## config.mk

```make
export PLATFORM = sky130hd
export DESIGN_NAME = calendar_date_engine
export DESIGN_NICKNAME = d
export VERILOG_FILES = /design/src/hw/rtl/cde_pkg.sv /design/src/hw/rtl/calendar_date_engine.sv
export SDC_FILE = /design/constraint.sdc
export NUM_CORES = 1
export LEC_CHECK = 0
export BUFFER_PORTS_ARGS = -buffer_cell sky130_fd_sc_hd__buf_2
export CAP_MARGIN = 20
export CORE_MARGIN = 3
export CORE_UTILIZATION = 50
export CTS_BUF_LIST = sky130_fd_sc_hd__clkbuf_2 sky130_fd_sc_hd__clkbuf_4 sky130_fd_sc_hd__clkbuf_8
export DETAILED_ROUTE_END_ITERATION = 6
export GPL_ROUTABILITY_DRIVEN = 0
export MAX_ROUTING_LAYER = met4
export PLACE_DENSITY = 0.74
export SLEW_MARGIN = 15
export SYNTH_ARGS = -nofsm -noshare
export SYNTH_HDL_FRONTEND = slang
export SYNTH_SLANG_ARGS = --single-unit
```

## constraint.sdc

```tcl
create_clock -name clk_i -period 14.75 [get_ports clk_i]
set_clock_uncertainty 0.15 [all_clocks]
set_input_delay 0.7375 -clock clk_i [delete_from_list [all_inputs] [get_ports clk_i]]
set_output_delay 0.7375 -clock clk_i [all_outputs]
set_load 0.02 [all_outputs]
```

## src/hw/rtl/cde_pkg.sv

```systemverilog
// ----------------------------------------------------------------------------
// cde_pkg
// Shared constants and helpers for the calendar date engine.
// ----------------------------------------------------------------------------
package cde_pkg;

  localparam int unsigned AddDaysBitsDef = 16;
  localparam int unsigned AddDaysW       = 16;
  localparam int unsigned DayNumW        = 21;  // day numbers up to 1970..4096+
  localparam logic [11:0] EpochYear      = 12'd1970;
  localparam logic [11:0] MaxYear        = 12'd4095;

  localparam logic [1:0] StatusOk      = 2'd0;
  localparam logic [1:0] StatusBadDate = 2'd1;
  localparam logic [1:0] StatusOvf     = 2'd2;

  // Century test by reciprocal: y * 5243 >> 19 == y / 100, exact below 43690.
  function automatic logic is_leap(input logic [12:0] y);
    logic [25:0] prod;
    logic [6:0]  cent;
    logic        c4, c100, c400;
    prod = {13'd0, y} * 26'd5243;
    cent = prod[25:19];
    c4   = (y[1:0] == 2'd0);
    c100 = (({6'd0, cent} * 13'd100) == y);
    c400 = c100 && (cent[1:0] == 2'd0);
    return c4 && (!c100 || c400);
  endfunction

  function automatic logic [4:0] month_len(input logic [3:0] m, input logic leap);
    logic [4:0] r;
    unique case (m)
      4'd2:                         r = leap ? 5'd29 : 5'd28;
      4'd4, 4'd6, 4'd9, 4'd11:      r = 5'd30;
      default:                      r = 5'd31;
    endcase
    return r;
  endfunction

endpackage

```

## src/hw/rtl/calendar_date_engine.sv

```systemverilog
// ----------------------------------------------------------------------------
// calendar_date_engine
// Checks a Gregorian date, adds a day count and gives weekday, week number,
// next workday and next Sunday.
// ----------------------------------------------------------------------------
// Channel | Dir | Handshake        | Beat
// in      | in  | in_valid_i/stall | in_year, in_month, in_day, add_days
// out     | out | out_valid_o/stall| status, weekday, week, three dates
//
// The shared adder/comparator walks year by year from 1970 to the input year,
// then month by month, then repeats the year and month walks for each of the
// three result dates, so the years walked set how long one beat takes.
// A malformed date is answered right after the edge that accepts it.
// Reset clears the sequencer and the output valid; payload is not reset.
// The input is stalled while a beat is in work or the result is unconsumed.
// ----------------------------------------------------------------------------
module calendar_date_engine
  import cde_pkg::*;
#(
  parameter int unsigned ADD_DAYS_BITS = AddDaysBitsDef
) (
  input  logic                     clk_i,
  input  logic                     rst_ni,
  input  logic                     in_valid_i,
  output logic                     in_stall_o,
  input  logic [11:0]              in_year_i,
  input  logic [3:0]               in_month_i,
  input  logic [4:0]               in_day_i,
  input  logic [AddDaysW-1:0]      add_days_i,
  output logic                     out_valid_o,
  input  logic                     out_stall_i,
  output logic [1:0]               status_o,
  output logic [2:0]               start_weekday_o,
  output logic [5:0]               week_number_o,
  output logic [11:0]              sum_year_o,
  output logic [3:0]               sum_month_o,
  output logic [4:0]               sum_day_o,
  output logic [11:0]              workday_year_o,
  output logic [3:0]               workday_month_o,
  output logic [4:0]               workday_day_o,
  output logic [11:0]              sunday_year_o,
  output logic [3:0]               sunday_month_o,
  output logic [4:0]               sunday_day_o
);

  // sequencer codes
  localparam logic [2:0] StIdle  = 3'd0;
  localparam logic [2:0] StYfwd  = 3'd1;  // day number of Jan 1 of input year
  localparam logic [2:0] StMfwd  = 3'd2;  // add months before input month
  localparam logic [2:0] StInfo  = 3'd3;  // weekday, week, targets
  localparam logic [2:0] StYdec  = 3'd4;  // decode target: years
  localparam logic [2:0] StMdec  = 3'd5;  // decode target: months
  localparam logic [2:0] StDone  = 3'd6;

  // only the low ADD_DAYS_BITS of the count are used
  localparam logic [AddDaysW-1:0] AddMask =
    (ADD_DAYS_BITS >= AddDaysW) ? {AddDaysW{1'b1}} :
                                  AddDaysW'((1 << ADD_DAYS_BITS) - 1);

  logic [2:0]          st_q, st_d;
  logic [11:0]         y_in_q;
  logic [3:0]          m_in_q;
  logic [4:0]          d_in_q;
  logic [AddDaysW-1:0] add_q;
  logic [12:0]         yc_q;       // walking year
  logic [3:0]          mc_q;       // walking month
  logic [DayNumW-1:0]  acc_q;      // running day number / remainder
  logic [DayNumW-1:0]  jan1_q;     // day number of Jan 1 of input year
  logic [DayNumW-1:0]  n_q;        // day number of input date
  logic [2:0]          wd_q;
  logic [2:0]          jwd_q;      // weekday of Jan 1 of walking year
  logic [1:0]          sel_q;      // which result date is being decoded
  logic                ovf_q;

  // shared unit: length of current year or month vs remainder
  logic                leap_c;
  logic [8:0]          ylen_c;
  logic [4:0]          mlen_c;
  logic [8:0]          span_c;
  logic                ge_c;
  logic [DayNumW-1:0]  sub_c;
  logic [DayNumW-1:0]  target_c;
  logic [DayNumW-1:0]  ord_c;
  logic [3:0]          jwd_sum_c;
  logic [2:0]          jwd_next_c;
  logic [8:0]          wsum_c;
  logic [17:0]         wprod_c;
  logic [5:0]          wq_c;
  logic [8:0]          wrem_c;
  logic                take_c;
  logic                bad_take_c;
  logic                out_valid_d;

  assign leap_c = is_leap(yc_q);
  assign ylen_c = leap_c ? 9'd366 : 9'd365;
  assign mlen_c = month_len(mc_q, leap_c);
  assign span_c = (st_q == StYfwd || st_q == StYdec) ? ylen_c : {4'd0, mlen_c};
  assign ge_c   = (acc_q >= DayNumW'(span_c));
  assign sub_c  = acc_q - DayNumW'(span_c);

  // Jan 1 weekday steps by 1 (or 2 after a leap year) per walked year
  assign jwd_sum_c  = {1'b0, jwd_q} + (leap_c ? 4'd2 : 4'd1);
  assign jwd_next_c = (jwd_sum_c >= 4'd7) ? 3'(jwd_sum_c - 4'd7) : jwd_sum_c[2:0];

  // (day of year + Jan 1 weekday) split by 7: x * 586 >> 12 == x / 7 below 682
  assign ord_c   = n_q - jan1_q;
  assign wsum_c  = ord_c[8:0] + {6'd0, jwd_q};
  assign wprod_c = {9'd0, wsum_c} * 18'd586;
  assign wq_c    = wprod_c[17:12];
  assign wrem_c  = wsum_c - {3'd0, wq_c} * 9'd7;

  always_comb begin
    unique case (sel_q)
      2'd0:    target_c = n_q + DayNumW'(add_q);
      2'd1:    target_c = n_q + ((wd_q == 3'd5) ? DayNumW'(3) :
                                 (wd_q == 3'd6) ? DayNumW'(2) : DayNumW'(1));
      default: target_c = n_q + DayNumW'(4'd7 - {1'b0, wd_q});
    endcase
  end

  logic date_ok_c;
  assign date_ok_c = (in_year_i >= EpochYear) && (in_month_i >= 4'd1) &&
                     (in_month_i <= 4'd12) && (in_day_i != 5'd0) &&
                     (in_day_i <= month_len(in_month_i, is_leap({1'b0, in_year_i})));

  assign in_stall_o = (st_q != StIdle) || out_valid_o;
  assign take_c     = in_valid_i && !in_stall_o;
  assign bad_take_c = take_c && !date_ok_c;

  always_comb begin
    st_d = st_q;
    unique case (st_q)
      StIdle:  if (take_c && date_ok_c) st_d = StYfwd;
      StYfwd:  if (yc_q[11:0] == y_in_q) st_d = StMfwd;
      StMfwd:  if (mc_q == m_in_q) st_d = StInfo;
      StInfo:  st_d = StYdec;
      StYdec:  if (!ge_c) st_d = StMdec;
               else if (yc_q == 13'(MaxYear)) st_d = StMdec;
      StMdec:  if (mc_q == 4'd12 || !ge_c) st_d = (sel_q == 2'd2) ? StDone : StYdec;
      StDone:  st_d = StIdle;
      default: st_d = StIdle;
    endcase
  end

  always_comb begin
    out_valid_d = out_valid_o && out_stall_i;
    if (bad_take_c || st_q == StDone) out_valid_d = 1'b1;
  end

  always_ff @(posedge clk_i or negedge rst_ni) begin
    if (!rst_ni) begin
      st_q        <= StIdle;
      out_valid_o <= 1'b0;
    end else begin
      st_q        <= st_d;
      out_valid_o <= out_valid_d;
    end
  end

  always_ff @(posedge clk_i) begin
    unique case (st_q)
      StIdle: begin
        if (take_c) begin
          y_in_q <= in_year_i;
          m_in_q <= in_month_i;
          d_in_q <= in_day_i;
          add_q  <= add_days_i & AddMask;
          yc_q   <= 13'(EpochYear);
          mc_q   <= 4'd1;
          acc_q  <= '0;
          jwd_q  <= 3'd4;  // 1970-01-01 was a Thursday
          sel_q  <= 2'd0;
          ovf_q  <= 1'b0;
          if (!date_ok_c) begin
            status_o        <= StatusBadDate;
            start_weekday_o <= '0;
            week_number_o   <= '0;
            sum_year_o <= '0; sum_month_o <= '0; sum_day_o <= '0;
            workday_year_o <= '0; workday_month_o <= '0; workday_day_o <= '0;
            sunday_year_o <= '0; sunday_month_o <= '0; sunday_day_o <= '0;
          end
        end
      end
      StYfwd: begin
        if (yc_q[11:0] != y_in_q) begin
          acc_q <= acc_q + DayNumW'(ylen_c);
          yc_q  <= yc_q + 13'd1;
          jwd_q <= jwd_next_c;
        end else begin
          jan1_q <= acc_q;
        end
      end
      StMfwd: begin
        if (mc_q != m_in_q) begin
          acc_q <= acc_q + DayNumW'(mlen_c);
          mc_q  <= mc_q + 4'd1;
        end else begin
          n_q <= acc_q + DayNumW'(d_in_q) - DayNumW'(1);
        end
      end
      StInfo: begin
        wd_q            <= wrem_c[2:0];
        start_weekday_o <= wrem_c[2:0];
        week_number_o   <= wq_c + 6'd1;
        acc_q <= target_c;
        yc_q  <= 13'(EpochYear);
        mc_q  <= 4'd1;
      end
      StYdec: begin
        if (ge_c) begin
          acc_q <= sub_c;
          yc_q  <= yc_q + 13'd1;
        end
      end
      StMdec: begin
        if (mc_q != 4'd12 && ge_c) begin
          acc_q <= sub_c;
          mc_q  <= mc_q + 4'd1;
        end else begin
          logic [11:0] ry;
          logic [3:0]  rm;
          logic [4:0]  rd;
          logic        bad;
          bad = yc_q[12];
          ry  = bad ? 12'd0 : yc_q[11:0];
          rm  = bad ? 4'd0 : mc_q;
          rd  = bad ? 5'd0 : 5'(acc_q + DayNumW'(1));
          if (bad) ovf_q <= 1'b1;
          unique case (sel_q)
            2'd0:    begin sum_year_o <= ry; sum_month_o <= rm; sum_day_o <= rd; end
            2'd1:    begin workday_year_o <= ry; workday_month_o <= rm;
                           workday_day_o <= rd; end
            default: begin sunday_year_o <= ry; sunday_month_o <= rm;
                           sunday_day_o <= rd; end
          endcase
          sel_q <= sel_q + 2'd1;
          acc_q <= (sel_q == 2'd0) ?
                   (n_q + ((wd_q == 3'd5) ? DayNumW'(3) :
                           (wd_q == 3'd6) ? DayNumW'(2) : DayNumW'(1))) :
                   (n_q + DayNumW'(4'd7 - {1'b0, wd_q}));
          yc_q <= 13'(EpochYear);
          mc_q <= 4'd1;
        end
      end
      StDone: status_o <= ovf_q ? StatusOvf : StatusOk;
      default: ;
    endcase
  end

endmodule
```

==> Implementation_results.wiki <==
{| class="wikitable"
! Metric !! Value
|-
| CORE AREA || 0.0411 mm²
|-
| DIE WIDTH || 211 µm
|-
| Uppermost routed layer || met4
|-
| Setup repair after global routing missed its margin || false
|-
| Status || completed
|-
| Global route overflow || 0
|-
| Main flop type after synthesis || edfxtp_1
|-
| CP most frequent cell || ha_1
|-
| Wire length on met3 || 3.68 mm
|-
| Worst Max-Slew Pin Slew || 1.11 ns
|-
| Setup crit end kind || flip-flop
|-
| Effective utilization at floorplan || 0.509
|-
| Longest Clk Path Bufs || 2
|-
| Number of sinks handled by clock tree synthesis || 192
|-
| Io pins || 117
|-
| Detailed-placement wirelength estimate || 41.6 mm
|-
| Number of inserted diodes || 0
|-
| Layout filler cell count || 3508
|-
| Number of antenna violations at the first check in global routing || 0
|-
| Endpoint arrival time on the critical path || 13.47 ns
|-
| Post-Synthesis Cells || 2084
|-
| Required time reported for the critical path endpoint || 14.73 ns
|-
| Setup TNS after final layout || 0 ns
|-
| Final critical delay including setup and external delays || 13.49 ns
|-
| Count of antenna-violating nets left after detailed routing || 0
|-
| Total DRC errors in the routed layout || 0
|-
| Vias in the first global route || 16.2k
|-
| Met1 Wirelength || 22.7 mm
|-
| Relative slew slack || 0.260
|-
| CP max stage delay || 1.00 ns
|-
| Post-route clock period utilization || 0.915
|-
| Warnings, synthesis || 0
|-
| Worst skew pair latency || 0.51 ns
|-
| Fraction of layout instances using a drive strength above 1 || 0.0877
|-
| Post-synthesis instance area || 0.0209 mm²
|-
| Site Rows || 74
|-
| Tightest Hold Check Type || in2reg
|-
| Iteration count of the initial detailed-routing pass || 6
|-
| Total detailed-routing wirelength || 51.4 mm
|-
| Met2 wire len || 24.0 mm
|-
| Die area || 0.0443 mm²
|-
| Vertical die dimension || 211 µm
|-
| Final Hold Fails || 0
|-
| Final setup fails || 0
|-
| Fmax || 0.0741 GHz
|-
| Sequential cell area || 0.00575 mm²
|-
| Post-layout nets || 2737
|-
| Kind of start point of the critical path || flip-flop
|-
| Via density || 5.90
|-
| Mapped Avg Cell Area || 10.0 µm²
|-
| Number of max-slew violations in the final report || 0
|-
| Clock-pin slew of the registers on the worst-case setup and hold paths || 0.11 ns
|-
| Global routing usage summed across all routing layers || 0.241
|-
| Multi-input gate area || 0.0138 mm²
|-
| Cell at the root of the clock tree || clkbuf_8
|-
| Buffers added on ports || 116
|-
| Wirelength per Cell || 18.8 µm
|-
| Portion of the post-synthesis area used by sequential elements || 0.275
|-
| Number of CTS-inserted buffers || 17
|-
| Post-CTS Setup Bufs || 0
|-
| Maximum number of pins on one net before global-route repair || 39
|-
| First-pass GRT wire length || 83.4 mm
|-
| Area share of the largest cell type after synthesis || 0.270
|-
| Slowest cell on the critical path || a211oi_2
|-
| Initial DRC Count || 1377
|-
| Clock tree from TritonCTS || yes
|-
| Maxcap violations || 0
|-
| Number of enable flip-flop cells after synthesis || 188
|-
| Library cell occupying the most area in the post-synthesis netlist || edfxtp_1
|-
| # H-tree levels || 4
|-
| Number of distinct standard cells referenced by the synthesized netlist || 85
|-
| Share of the core filled with cells in the final layout || 0.549
|-
| Area growth, synth to finish || 7.93%
|-
| Flip-flop and latch count after synthesis || 192
|-
| Worst-path maximum fanout || 13
|-
| Proportion of synthesized flip-flops having asynchronous set or reset || 0.0208
|-
| Top post-synthesis cells by area || edfxtp_1, ha_1, fa_1
|-
| Kind of critical path || reg2reg
|-
| Via Count || 16.1k
|-
| Syn_nets || 2634
|}
worst max-delay path: cells and delay by family (launching register included):
| family | cells | cell delay, ns |
|---|---|---|
| buffers and inverters | 7 | 0.77 |
| xor gates and xnor gates | 2 | 0.28 |
| adders and majority gates | 11 | 4.25 |
| and+or+nand+nor | 10 | 2.82 |
| AOI/OAI and AO/OA | 12 | 4.17 |
| DFF | 1 | 0.65 |
cell families after synthesis:
| group | synth area share |
|---|---|
| buffers and inverters | 0.0662 |
| DFF | 0.275 |
| adders and majority gates | 0.349 |
| xor gates and xnor gates | 0.0727 |
| AOI/OAI and AO/OA | 0.131 |
| muxes | 0.00706 |
| and+or+nand+nor | 0.0993 |
worst paths after layout:
kind                               start     endpoint  slack (ns)  depth (start not counted)
max                             yc_q[12]      yc_q[2]        1.26                         42
min                        add_days_i[5]     add_q[5]        0.24                          1
min reg2reg                        ovf_q  status_o[1]        0.41                          1
max reg2reg                     yc_q[12]      yc_q[2]        1.26                         42
min in group asynchronous         rst_ni  out_valid_o        0.46                          2
max in group asynchronous         rst_ni      st_q[0]       13.86                          2
routing by layer:
layer	vias up	GRT usage
met1	7854	0.326
met3	104	0.0320
met4	0	0.0612
met5	-	-
li1	7515	-
met2	638	0.386
placed cells by master (no fill, tap or decap), drive strengths merged, types with 8 or more instances in the layout:
cell    count
clkinv     14
nand4      15
edfxtp    188
mux2i       8
o211ai     21
nor2      124
a31oi      19
inv       324
fa        123
o21a        8
o21bai     14
ha        386
nand3      50
nor4        8
nand2     101
a221oi     10
buf       125
o22ai      20
and3       23
o21ai      66
a211oi     11
a21o       37
xnor2     105
a21oi     112
and2       21
nor2b      21
nand2b     12
xor2       60
clkbuf     18
o221ai     12
nor3       25
final cells by class:
| cell class | count | area share |
|---|---|---|
| clock buffer | 18 | 0.0107 |
| timing repair buffer | 126 | 0.0292 |
| tap | 532 | 0.0295 |
| inverter | 325 | 0.0541 |
| sequential | 192 | 0.255 |
| clock inverter | 14 | 0.00948 |
| multi-input combinational | 1525 | 0.613 |
repair_timing:
item,CTS,global route
hold buffers,1,0
hold endpoints to repair,4,0
resized for setup,0,0
synth_stat cells (6+ instances only):
cell and count:
o211ai_1 21, ha_1 386, clkbuf_1 37, edfxtp_1 188
xor2_1 60, nand4_1 15, xnor2_1 104, mux2i_1 8
a221o_1 7, or3_1 6, nor2b_1 21, a31oi_1 19
nand2_1 101, nand2b_1 12, a21oi_1 111, a211oi_1 11
or2_2 7, a21o_1 37, nor2_1 124, nor3_1 24
fa_1 123, nand3_1 50, inv_1 320, and2_1 21
a221oi_1 9, o221ai_1 11, and3_1 23, nor4_1 8
o21bai_1 13, o22ai_1 20, o21a_1 8, o21ai_0 64
flip-flops by register name, summed over array words and instances (netlist names), 4 cells and up:
| signal | flops |
|---|---|
| acc_q | 21 |
| n_q | 21 |
| add_q | 16 |
| yc_q | 13 |
| sum_year_o | 12 |
| sunday_year_o | 12 |
| workday_year_o | 12 |
| y_in_q | 12 |
| jan1_q | 9 |
| week_number_o | 6 |
| d_in_q | 5 |
| sum_day_o | 5 |
| sunday_day_o | 5 |
| workday_day_o | 5 |
| m_in_q | 4 |
| mc_q | 4 |
| sum_month_o | 4 |
| sunday_month_o | 4 |
| workday_month_o | 4 |
metrics by stage:
stage	cells	setup WS, ns	area, µm²	hold slack (ns)
after detailed placement	2699	1.16	22100	0.361
after floorplan	2084	2.14	20900	0.292
after global placement	2698	1.65	22100	0.356
final	2732	1.26	22600	0.242
after CTS	2732	1.09	22500	0.212
after global routing	2732	0.406	22600	0.224
Power is left out: the tool's default activity adds up to more than one toggle a clock period on the data nets, which glitch-free logic cannot reach.
